<file path="src/rtl/core/lc_pkg.sv">
`timescale 1ns / 1ps
// ----------------------------------------------------------------------------
// Linear convolution package
// Shared constants, request codes and the command flag group that passes
// from the front end to the execution engine.
// ----------------------------------------------------------------------------
package lc_pkg;

  // Default configuration of the convolution engine.
  localparam int LC_MAX_TAPS    = 32;
  localparam int LC_SAMPLE_BITS = 16;

  // Fixed port widths.
  localparam int IN_SAMPLE_W = 16;
  localparam int CONV_W      = 40;

  // Depth of the queues between the parts of the block.
  localparam int QUEUE_DEPTH = 2;

  // Request type codes.
  localparam logic REQ_IMPULSE = 1'b0;
  localparam logic REQ_SIGNAL  = 1'b1;

  // Flags that travel with each command. A command with is_signal low is a
  // tap store write.
  typedef struct packed {
    logic is_signal;
    logic clear_line;
    logic last;
    logic overflow;
  } cmd_flags_t;

endpackage

</file>
<file path="src/rtl/core/linear_convolution.sv">
`timescale 1ns / 1ps
// ----------------------------------------------------------------------------
// Linear convolution
// Streaming full linear convolution built as a direct-form FIR filter with a
// single shared multiply-accumulate unit.
// ----------------------------------------------------------------------------
// Usage: both channels behave as queues. A transaction is written with
// in_push while in_full is low. Impulse samples (in_req_type low) load the
// tap store in order, and the one with in_last high fixes the tap count M.
// Signal samples (in_req_type high) each yield one result; the signal sample
// with in_last high yields M results, the tail being computed with zeros
// shifted in, and the final one carries out_final_output.
// Results are read with out_pop while out_empty is low.
//
// Timing: a front end classifies each transaction and queues a command; the
// back end runs the multiply-accumulate over the taps, one tap per cycle
// through the registered memory reads and a registered multiplier. Each
// result is then pushed into the output queue, and a closing sample runs one
// pass per result. The engine takes a new command only from its idle state,
// after every result of a signal sample has been pushed.
//
// Reset: rst_n clears the queues and the tap and signal state; the tap count
// is one with a zero tap. No clearing pass is needed. When the receiver
// stalls, finished results wait in the output queue, the engine then holds,
// and once the command queue fills in_full rises.
// ----------------------------------------------------------------------------
module linear_convolution #(
  parameter int MAX_TAPS    = lc_pkg::LC_MAX_TAPS,
  parameter int SAMPLE_BITS = lc_pkg::LC_SAMPLE_BITS
) (
  input  logic                                  clk,
  input  logic                                  rst_n,
  input  logic                                  in_push,
  output logic                                  in_full,
  input  logic                                  in_req_type,
  input  logic signed [lc_pkg::IN_SAMPLE_W-1:0] in_sample,
  input  logic                                  in_last,
  output logic                                  out_empty,
  input  logic                                  out_pop,
  output logic signed [lc_pkg::CONV_W-1:0]      out_conv_value,
  output logic                                  out_final_output,
  output logic                                  out_tap_overflow
);
  import lc_pkg::*;

  localparam int TIW   = $clog2(MAX_TAPS);
  localparam int TCW   = $clog2(MAX_TAPS + 1);
  localparam int FL_W  = $bits(cmd_flags_t);
  localparam int CMD_W = FL_W + SAMPLE_BITS + TIW + TCW;
  localparam int RES_W = CONV_W + 2;

  // Front end to command queue.
  logic                   f_push;
  cmd_flags_t             f_flags;
  logic [SAMPLE_BITS-1:0] f_sample;
  logic [TIW-1:0]         f_addr;
  logic [TCW-1:0]         f_taps;
  logic [CMD_W-1:0]       cmd_din;
  logic [CMD_W-1:0]       cmd_dout;
  logic                   cmd_full;
  logic                   cmd_empty;

  // Command queue to engine.
  logic                   b_pop;
  cmd_flags_t             b_flags;
  logic [SAMPLE_BITS-1:0] b_sample;
  logic [TIW-1:0]         b_addr;
  logic [TCW-1:0]         b_taps;

  // Engine to result queue.
  logic                   res_push;
  logic                   res_full;
  logic [CONV_W-1:0]      res_value;
  logic                   res_final;
  logic                   res_ovf;
  logic [RES_W-1:0]       res_din;
  logic [RES_W-1:0]       res_dout;

  assign in_full = cmd_full;

  lc_front #(
    .MAX_TAPS    (MAX_TAPS),
    .SAMPLE_BITS (SAMPLE_BITS)
  ) u_front (
    .clk         (clk),
    .rst_n       (rst_n),
    .in_push     (in_push),
    .in_req_type (in_req_type),
    .in_sample   (in_sample),
    .in_last     (in_last),
    .cmd_full    (cmd_full),
    .cmd_push    (f_push),
    .cmd_flags   (f_flags),
    .cmd_sample  (f_sample),
    .cmd_addr    (f_addr),
    .cmd_taps    (f_taps)
  );

  assign cmd_din = {f_flags, f_sample, f_addr, f_taps};

  lc_fifo #(
    .WIDTH (CMD_W),
    .DEPTH (QUEUE_DEPTH)
  ) u_cmd_q (
    .clk   (clk),
    .rst_n (rst_n),
    .push  (f_push),
    .din   (cmd_din),
    .full  (cmd_full),
    .pop   (b_pop),
    .dout  (cmd_dout),
    .empty (cmd_empty)
  );

  assign {b_flags, b_sample, b_addr, b_taps} = cmd_dout;

  lc_back #(
    .MAX_TAPS    (MAX_TAPS),
    .SAMPLE_BITS (SAMPLE_BITS)
  ) u_back (
    .clk        (clk),
    .rst_n      (rst_n),
    .cmd_avail  (!cmd_empty),
    .cmd_pop    (b_pop),
    .cmd_flags  (b_flags),
    .cmd_sample (b_sample),
    .cmd_addr   (b_addr),
    .cmd_taps   (b_taps),
    .res_full   (res_full),
    .res_push   (res_push),
    .res_value  (res_value),
    .res_final  (res_final),
    .res_ovf    (res_ovf)
  );

  assign res_din = {res_value, res_final, res_ovf};

  lc_fifo #(
    .WIDTH (RES_W),
    .DEPTH (QUEUE_DEPTH)
  ) u_res_q (
    .clk   (clk),
    .rst_n (rst_n),
    .push  (res_push),
    .din   (res_din),
    .full  (res_full),
    .pop   (out_pop),
    .dout  (res_dout),
    .empty (out_empty)
  );

  assign {out_conv_value, out_final_output, out_tap_overflow} = res_dout;

endmodule

</file>
<file path="src/rtl/core/lc_fifo.sv">
`timescale 1ns / 1ps
// ----------------------------------------------------------------------------
// Small synchronous queue
// A register-based first-in first-out buffer used between the parts.
// ----------------------------------------------------------------------------
module lc_fifo #(
  parameter int WIDTH = 8,
  parameter int DEPTH = lc_pkg::QUEUE_DEPTH
) (
  input  logic             clk,
  input  logic             rst_n,
  input  logic             push,
  input  logic [WIDTH-1:0] din,
  output logic             full,
  input  logic             pop,
  output logic [WIDTH-1:0] dout,
  output logic             empty
);
  import lc_pkg::*;

  localparam int PW = (DEPTH > 1) ? $clog2(DEPTH) : 1;
  localparam int CW = $clog2(DEPTH + 1);

  logic [WIDTH-1:0] mem_r [DEPTH];
  logic [PW-1:0]    wr_ptr_r, wr_ptr_nxt;
  logic [PW-1:0]    rd_ptr_r, rd_ptr_nxt;
  logic [CW-1:0]    cnt_r, cnt_nxt;
  logic             do_push;
  logic             do_pop;

  assign full    = (cnt_r == CW'(DEPTH));
  assign empty   = (cnt_r == '0);
  assign do_push = push && !full;
  assign do_pop  = pop && !empty;
  assign dout    = mem_r[rd_ptr_r];

  always_comb begin
    wr_ptr_nxt = wr_ptr_r;
    rd_ptr_nxt = rd_ptr_r;
    cnt_nxt    = cnt_r;
    if (do_push) begin
      wr_ptr_nxt = (wr_ptr_r == PW'(DEPTH - 1)) ? '0 : wr_ptr_r + 1'b1;
    end
    if (do_pop) begin
      rd_ptr_nxt = (rd_ptr_r == PW'(DEPTH - 1)) ? '0 : rd_ptr_r + 1'b1;
    end
    if (do_push && !do_pop) begin
      cnt_nxt = cnt_r + 1'b1;
    end else if (do_pop && !do_push) begin
      cnt_nxt = cnt_r - 1'b1;
    end
  end

  always_ff @(posedge clk) begin
    if (!rst_n) begin
      wr_ptr_r <= '0;
      rd_ptr_r <= '0;
      cnt_r    <= '0;
    end else begin
      wr_ptr_r <= wr_ptr_nxt;
      rd_ptr_r <= rd_ptr_nxt;
      cnt_r    <= cnt_nxt;
    end
  end

  always_ff @(posedge clk) begin
    if (do_push) begin
      mem_r[wr_ptr_r] <= din;
    end
  end

endmodule

</file>
<file path="src/rtl/core/lc_front.sv">
`timescale 1ns / 1ps
// ----------------------------------------------------------------------------
// Linear convolution front end
// Accepts transactions, tracks the tap loading state and turns each item into
// a tap write or a signal command for the engine, or drops an excess impulse.
// ----------------------------------------------------------------------------
module lc_front #(
  parameter int MAX_TAPS    = lc_pkg::LC_MAX_TAPS,
  parameter int SAMPLE_BITS = lc_pkg::LC_SAMPLE_BITS
) (
  input  logic                               clk,
  input  logic                               rst_n,
  input  logic                               in_push,
  input  logic                               in_req_type,
  input  logic signed [lc_pkg::IN_SAMPLE_W-1:0] in_sample,
  input  logic                               in_last,
  input  logic                               cmd_full,
  output logic                               cmd_push,
  output lc_pkg::cmd_flags_t                 cmd_flags,
  output logic [SAMPLE_BITS-1:0]             cmd_sample,
  output logic [$clog2(MAX_TAPS)-1:0]        cmd_addr,
  output logic [$clog2(MAX_TAPS+1)-1:0]      cmd_taps
);
  import lc_pkg::*;

  localparam int TIW   = $clog2(MAX_TAPS);
  localparam int TCW   = $clog2(MAX_TAPS + 1);
  localparam int RAW_W = (SAMPLE_BITS > IN_SAMPLE_W) ? SAMPLE_BITS : IN_SAMPLE_W;

  logic [TCW-1:0]   wr_pos_r, wr_pos_nxt;
  logic [TCW-1:0]   taps_r, taps_nxt;
  logic             imp_pend_r, imp_pend_nxt;
  logic             sig_pend_r, sig_pend_nxt;
  logic             ovf_r, ovf_nxt;
  logic             accept;
  logic [TCW-1:0]   base_pos;
  logic             base_ovf;
  logic             room;
  logic [RAW_W-1:0] raw;

  // Only the low SAMPLE_BITS bits of the port carry the sample.
  assign raw        = RAW_W'($unsigned(in_sample));
  assign cmd_sample = raw[SAMPLE_BITS-1:0];
  assign accept     = in_push && !cmd_full;

  // A new impulse load restarts at position zero with a clean overflow flag.
  assign base_pos = imp_pend_r ? '0 : wr_pos_r;
  assign base_ovf = imp_pend_r ? 1'b0 : ovf_r;
  assign room     = (base_pos < TCW'(MAX_TAPS));
  assign cmd_addr = base_pos[TIW-1:0];
  assign cmd_taps = taps_r;

  always_comb begin
    wr_pos_nxt         = wr_pos_r;
    taps_nxt           = taps_r;
    imp_pend_nxt       = imp_pend_r;
    sig_pend_nxt       = sig_pend_r;
    ovf_nxt            = ovf_r;
    cmd_push           = 1'b0;
    cmd_flags          = '0;
    cmd_flags.last     = in_last;
    cmd_flags.overflow = ovf_r;
    if (accept) begin
      if (in_req_type == REQ_IMPULSE) begin
        ovf_nxt      = base_ovf || !room;
        wr_pos_nxt   = room ? base_pos + 1'b1 : base_pos;
        imp_pend_nxt = in_last;
        if (in_last) begin
          taps_nxt = wr_pos_nxt;
        end
        cmd_push = room;
      end else begin
        sig_pend_nxt         = in_last;
        cmd_push             = 1'b1;
        cmd_flags.is_signal  = 1'b1;
        cmd_flags.clear_line = sig_pend_r;
      end
    end
  end

  always_ff @(posedge clk) begin
    if (!rst_n) begin
      wr_pos_r   <= '0;
      taps_r     <= TCW'(1);
      imp_pend_r <= 1'b1;
      sig_pend_r <= 1'b1;
      ovf_r      <= 1'b0;
    end else begin
      wr_pos_r   <= wr_pos_nxt;
      taps_r     <= taps_nxt;
      imp_pend_r <= imp_pend_nxt;
      sig_pend_r <= sig_pend_nxt;
      ovf_r      <= ovf_nxt;
    end
  end

endmodule

</file>
<file path="src/rtl/core/lc_back.sv">
`timescale 1ns / 1ps
// ----------------------------------------------------------------------------
// Linear convolution execution engine
// Holds the tap store and the circular delay line, and runs one shared
// multiply-accumulate over the taps for every result.
// ----------------------------------------------------------------------------
module lc_back #(
  parameter int MAX_TAPS    = lc_pkg::LC_MAX_TAPS,
  parameter int SAMPLE_BITS = lc_pkg::LC_SAMPLE_BITS
) (
  input  logic                            clk,
  input  logic                            rst_n,
  input  logic                            cmd_avail,
  output logic                            cmd_pop,
  input  lc_pkg::cmd_flags_t              cmd_flags,
  input  logic [SAMPLE_BITS-1:0]          cmd_sample,
  input  logic [$clog2(MAX_TAPS)-1:0]     cmd_addr,
  input  logic [$clog2(MAX_TAPS+1)-1:0]   cmd_taps,
  input  logic                            res_full,
  output logic                            res_push,
  output logic [lc_pkg::CONV_W-1:0]       res_value,
  output logic                            res_final,
  output logic                            res_ovf
);
  import lc_pkg::*;

  localparam int TIW = $clog2(MAX_TAPS);
  localparam int TCW = $clog2(MAX_TAPS + 1);
  localparam int PW  = 2 * SAMPLE_BITS;

  localparam logic [1:0] S_IDLE = 2'd0;
  localparam logic [1:0] S_MAC  = 2'd1;
  localparam logic [1:0] S_OUT  = 2'd2;

  logic [SAMPLE_BITS-1:0] tap_mem [MAX_TAPS];
  logic [SAMPLE_BITS-1:0] dly_mem [2**TIW];

  logic [1:0]              state_r, state_nxt;
  logic [TIW-1:0]          head_r, head_nxt;
  logic [TCW-1:0]          fill_r, fill_nxt;
  logic [TCW-1:0]          taps_r, taps_nxt;
  logic [TCW-1:0]          left_r, left_nxt;
  logic [TCW-1:0]          iss_r, iss_nxt;
  logic                    last_r, last_nxt;
  logic                    ovf_r, ovf_nxt;
  logic                    tap_written_r, tap_written_nxt;
  logic                    v1_r, v2_r, ok1_r;
  logic [SAMPLE_BITS-1:0]  tap_q_r, dly_q_r;
  logic signed [SAMPLE_BITS-1:0] tap_val, dly_val;
  logic signed [PW-1:0]    prod_r;
  logic [CONV_W-1:0]       acc_r;
  logic                    acc_clr;
  logic                    issue;
  logic                    mac_done;
  logic                    tap_we;
  logic                    dly_we;
  logic [SAMPLE_BITS-1:0]  dly_wd;
  logic [TCW-1:0]          fill_base;

  assign issue    = (state_r == S_MAC) && (iss_r < taps_r);
  assign mac_done = (state_r == S_MAC) && !issue && !v1_r && !v2_r;

  // Entries past the fill level read as zero, so the line needs no clearing.
  // Only tap zero can be read before any tap load, and it reads as zero until then.
  assign tap_val = tap_written_r ? $signed(tap_q_r) : '0;
  assign dly_val = ok1_r ? $signed(dly_q_r) : '0;

  assign res_value = acc_r;
  assign res_final = last_r && (left_r == TCW'(1));
  assign res_ovf   = ovf_r;

  always_comb begin
    state_nxt       = state_r;
    head_nxt        = head_r;
    fill_nxt        = fill_r;
    taps_nxt        = taps_r;
    left_nxt        = left_r;
    iss_nxt         = issue ? iss_r + 1'b1 : iss_r;
    last_nxt        = last_r;
    ovf_nxt         = ovf_r;
    tap_written_nxt = tap_written_r;
    cmd_pop         = 1'b0;
    res_push        = 1'b0;
    tap_we          = 1'b0;
    dly_we          = 1'b0;
    dly_wd          = cmd_sample;
    acc_clr         = 1'b0;
    fill_base       = fill_r;
    unique case (state_r)
      S_IDLE: begin
        if (cmd_avail) begin
          cmd_pop = 1'b1;
          if (!cmd_flags.is_signal) begin
            tap_we          = 1'b1;
            tap_written_nxt = 1'b1;
          end else begin
            fill_base = cmd_flags.clear_line ? '0 : fill_r;
            dly_we    = 1'b1;
            taps_nxt  = cmd_taps;
            last_nxt  = cmd_flags.last;
            ovf_nxt   = cmd_flags.overflow;
            left_nxt  = (cmd_flags.last && (cmd_taps != '0)) ? cmd_taps : TCW'(1);
            iss_nxt   = '0;
            acc_clr   = 1'b1;
            state_nxt = S_MAC;
          end
        end
      end
      S_MAC: begin
        if (mac_done) begin
          state_nxt = S_OUT;
        end
      end
      S_OUT: begin
        if (!res_full) begin
          res_push = 1'b1;
          if (left_r != TCW'(1)) begin
            // Flush the tail: shift a zero in and run another pass.
            dly_we    = 1'b1;
            dly_wd    = '0;
            left_nxt  = left_r - 1'b1;
            iss_nxt   = '0;
            acc_clr   = 1'b1;
            state_nxt = S_MAC;
          end else begin
            state_nxt = S_IDLE;
          end
        end
      end
      default: begin
        state_nxt = S_IDLE;
      end
    endcase
    if (dly_we) begin
      head_nxt = head_r + 1'b1;
      fill_nxt = (fill_base < TCW'(MAX_TAPS)) ? fill_base + 1'b1 : fill_base;
    end
  end

  always_ff @(posedge clk) begin
    if (!rst_n) begin
      state_r       <= S_IDLE;
      head_r        <= '0;
      fill_r        <= '0;
      taps_r        <= '0;
      left_r        <= '0;
      iss_r         <= '0;
      last_r        <= 1'b0;
      ovf_r         <= 1'b0;
      tap_written_r <= 1'b0;
      v1_r          <= 1'b0;
      v2_r          <= 1'b0;
    end else begin
      state_r       <= state_nxt;
      head_r        <= head_nxt;
      fill_r        <= fill_nxt;
      taps_r        <= taps_nxt;
      left_r        <= left_nxt;
      iss_r         <= iss_nxt;
      last_r        <= last_nxt;
      ovf_r         <= ovf_nxt;
      tap_written_r <= tap_written_nxt;
      v1_r          <= issue;
      v2_r          <= v1_r;
    end
  end

  // Tap store: written by load commands, read once per tap during a pass.
  always_ff @(posedge clk) begin
    if (tap_we) begin
      tap_mem[cmd_addr] <= cmd_sample;
    end
    if (issue) begin
      tap_q_r <= tap_mem[iss_r[TIW-1:0]];
    end
  end

  // Delay line: the newest sample sits at head, older ones below it.
  always_ff @(posedge clk) begin
    if (dly_we) begin
      dly_mem[head_r + 1'b1] <= dly_wd;
    end
    if (issue) begin
      dly_q_r <= dly_mem[head_r - iss_r[TIW-1:0]];
      ok1_r   <= (iss_r < fill_r);
    end
  end

  always_ff @(posedge clk) begin
    if (v1_r) begin
      prod_r <= tap_val * dly_val;
    end
    if (acc_clr) begin
      acc_r <= '0;
    end else if (v2_r) begin
      acc_r <= acc_r + CONV_W'(prod_r);
    end
  end

endmodule

</file>
<file path="config.mk">
export PLATFORM = sky130hd
export DESIGN_NAME = linear_convolution
export DESIGN_NICKNAME = d
export VERILOG_FILES = /design/src/rtl/core/lc_pkg.sv /design/src/rtl/core/linear_convolution.sv /design/src/rtl/core/lc_fifo.sv /design/src/rtl/core/lc_front.sv /design/src/rtl/core/lc_back.sv
export SDC_FILE = /design/constraint.sdc
export NUM_CORES = 2
export LEC_CHECK = 0
export BUFFER_PORTS_ARGS = -buffer_cell sky130_fd_sc_hd__buf_2
export CAP_MARGIN = 20
export CELL_PAD_IN_SITES_DETAIL_PLACEMENT = 1
export CELL_PAD_IN_SITES_GLOBAL_PLACEMENT = 2
export CORE_UTILIZATION = 35
export CTS_CLUSTER_DIAMETER = 80
export CTS_CLUSTER_SIZE = 10
export DETAILED_ROUTE_END_ITERATION = 8
export PLACE_DENSITY = 0.62
export SLEW_MARGIN = 20
export SYNTH_ARGS = -nofsm -noshare
export SYNTH_HDL_FRONTEND = slang
export SYNTH_SLANG_ARGS = --single-unit
export TNS_END_PERCENT = 50
</file>
<file path="constraint.sdc">
create_clock -name clk -period 6.2 [get_ports clk]
set_input_delay 0.93 -clock clk [delete_from_list [all_inputs] [get_ports clk]]
set_output_delay 0.93 -clock clk [all_outputs]
set_load 0.01 [all_outputs]
</file>
==> results.yml <==
status:
  status: "finished clean"
clock_tree:
  cts_buffers: 154
  cts_tree: "yes"
  clockBufferDepth: 3
  cts_sinks: 1336
  cts-root-buf: "clkbuf_16"
  clkTransAtPathRegs_ns: 0.06
  cts-htree-levels: 4
  insertion_delay_ns: 0.81
grt:
  grt_max_degree: 88
  grt_use_met1_pct: 24.73
  grt_pass1_vias: 36850
  met2_usage_pct: 30.80
  antenna_found_initial: 3
  overflow: 0
  grt_pass1_wl_um: 243900
  busiest_layer: "met2"
  grt_use_total_pct: 18.26
  gr-usage-met3_pct: 2.425
timing:
  fin_skew_ns: 0.08001
  worstMarginPinSlew_ns: 1.025
  setup_viol: 0
  rsz0062_at_grt: "true"
  slew_headroom_pct: 31.42
  finalCritPeriodShare_pct: 98.68
  drv_slew: 0
  hold_ws_ns: 0.3033
  fmax_mhz: 163.4
  fin_crit_ns: 6.118
  hold_viol_final: 0
synth:
  synth-edff-count: 1235
  synth-seq-cells: 1336
  syn-cell-area_um2: 63090
  synth-async-reset-ratio_pct: 0
  ys_types: 85
  syn_inst: 3846
  yosysWarnings: 0
  synth_fp_nets: 4279
  synth_ff_type: "edfxtp_1"
  yosysSeqAreaShare_pct: 61.98
  synth.avg_cell_area_um2: 16.41
worst_hold_path:
  min_path_type: "input port to flop"
  hold_path_depth: 1
cells_and_area:
  fin_util_pct: 41.12
  final_cell_mix: "edfxtp_1, inv_1, mux4_2"
  fillers: 17590
  drive_gt1_share_pct: 27.71
  finalNonFillerCells: 6615
  layout.nets: 4635
  area_growth_pct: 16.52
  final_common_cell: "edfxtp_1"
worst_setup_path:
  path_class: "flop to flop"
  cp.depth: 24
  critPathTopFamily: "adder cells"
  cp-end-kind: "flop"
  arrival_ns: 6.66
  crit_top_cell: "fa_1"
  critPathBufInv: 6
  crit_required_ns: 6.74
  max_stage_delay_ns: 0.53
  r2r_cells: 24
  reg2reg_slack_ns: 0.08
  cp_slowest_cell: "fa_1"
  critPathMaxFanout: 8
  cp-start-kind: "flop"
  path_cells: "buf_12, buf_16, and2_4, buf_12, nand2_1, fa_1, inv_1, fa_1, fa_2, fa_1, fa_1, inv_1, fa_1, inv_1, ha_4, a21o_1, a21o_1, a21oi_2, o21ai_2, or3_4, o2111ai_4, a21oi_2, nor4_2, a211oi_2"
placement:
  io_buffers: 65
  dp.cells: 6378
  gp_congestion: 0.8164
  hpwl_um: 105700
detailed_routing:
  routed_via_density: 5.124
  vias: 33900
  wirelength_um: 163700
  drtAntennaViolNets: 0
  initialDrtViolationCount: 2279
  wl_per_cell_um: 24.74
  dr.pass1.iters: 5
  drc: 0
floorplan:
  num_rows: 155
  dieArea_um2: 182000
  coreArea_um2: 178800
  die_y_um: 426.6
  start_util_pct: 35.29
  fp.dieW_um: 426.6
  pin_count: 66
job:
  maxCapViolCount: 0
power:
  leakagePower_nw: 25.97
  power_switching_mw: 10.22
  combPwrFrac_pct: 36.0
  power.internal_mw: 20.76
  p_seq_share_pct: 37.7
  power.share.clock_pct: 26.2
  p_sw_share_pct: 33.00
  power_density_nw_per_um2: 421.4
  vdd_drop_max_uv: 349.6
cell usage after synthesis, types with 42 or more instances:
library cell	instances	area [um2]
edfxtp_1	1235	37090
inv_1	330	1239
mux4_2	320	7207
nor2_1	285	1070
fa_1	264	5285
nand2_1	243	912.1
ha_1	147	1839
dfxtp_1	101	2022
clkbuf_1	100	375.4
mux2_2	94	1059
a21oi_1	69	345.3
xnor2_1	57	499.2
nand3_1	54	270.3
and2_1	50	312.8
o21ai_0	47	235.2
buf_2	42	210.2
logic make-up after synthesis:
kind of cell               share of synthesized area [%]
buffers and inverters                              3.010
DFF                                                61.98
and+or+nand+nor                                    5.438
adders and majority gates                          11.29
AOI/OAI and AO/OA                                  3.381
muxes                                              13.70
xor gates and xnor gates                           1.194
sequential cells by signal, summed over array words and instances, names as in the netlist, 16 cells and up, named ones only:
register,count
u_back.prod_r,32
u_res_q.mem_r,84
u_back.tap_mem,512
u_back.res_value,40
u_back.tap_q_r,16
u_back.dly_mem,512
u_back.dly_q_r,16
u_cmd_q.mem_r,62
what timing repair did:
item	CTS	global route
setup buffers	14	4
pin swaps	34	41
hold buffers	0	0
setup endpoints to repair	10	12
resized for setup	107	63
cloned	5	1
metrics by stage:
step / area, um2 / total power [mW] / TNS [ns] / setup slack (ns)
global route: 73510 / 32.79 / -0.9922 / -0.1894
global placement: 68240 / 22.69 / -2.905 / -0.4466
floorplan: 63120 / 18.78 / 0 / 0.004367
CTS: 73240 / 31.40 / -0.006271 / -0.006271
finish: 73520 / 30.98 / 0 / 0.08187
detailed placement: 68250 / 22.81 / -3.684 / -0.5217
power by group through the flow:
stage | sequential, mW | clock, mW | combinational [mW]
after floorplan | 11.7 | 0 | 7.09
after global placement | 11.8 | 0 | 10.8
after detailed placement | 11.9 | 0 | 10.9
after CTS | 11.7 | 8.38 | 11.3
after global routing | 11.8 | 8.67 | 12.4
final | 11.7 | 8.13 | 11.2
routing by layer:
| layer | up-vias | part of all wire, % |
|---|---|---|
| met5 | - | 0 |
| met4 | 0 | 2.2 |
| met3 | 192 | 3.2 |
| met2 | 506 | 50 |
| met1 | 18210 | 45 |
| li1 | 14990 | - |
final timing paths:
| path | start | end |
|---|---|---|
| max | u_back.tap_written_r$_SDFFE_PN0P_ | u_back.prod_r[31]$_DFFE_PP_ |
| min | in_sample[4] | u_cmd_q.mem_r[1][15]$_DFFE_PP_ |
| max reg2reg | u_back.tap_written_r$_SDFFE_PN0P_ | u_back.prod_r[31]$_DFFE_PP_ |
| min reg2reg | u_front.cmd_taps[1]$_SDFFE_PN0P_ | u_cmd_q.mem_r[0][1]$_DFFE_PP_ |
area by class of cell:
cell class	count	area [um2]	share of cell area, %
antenna	2	5.005	0.006808
clock buffer	193	4053	5.512
clock inverter	19	307.8	0.4187
inverter	332	1246	1.695
multi-input combinational	2021	22930	31.19
sequential	1336	39130	53.22
tap	2355	2947	4.008
timing repair buffer	357	2902	3.947
Note: power is estimated with default switching activity, not from simulation.
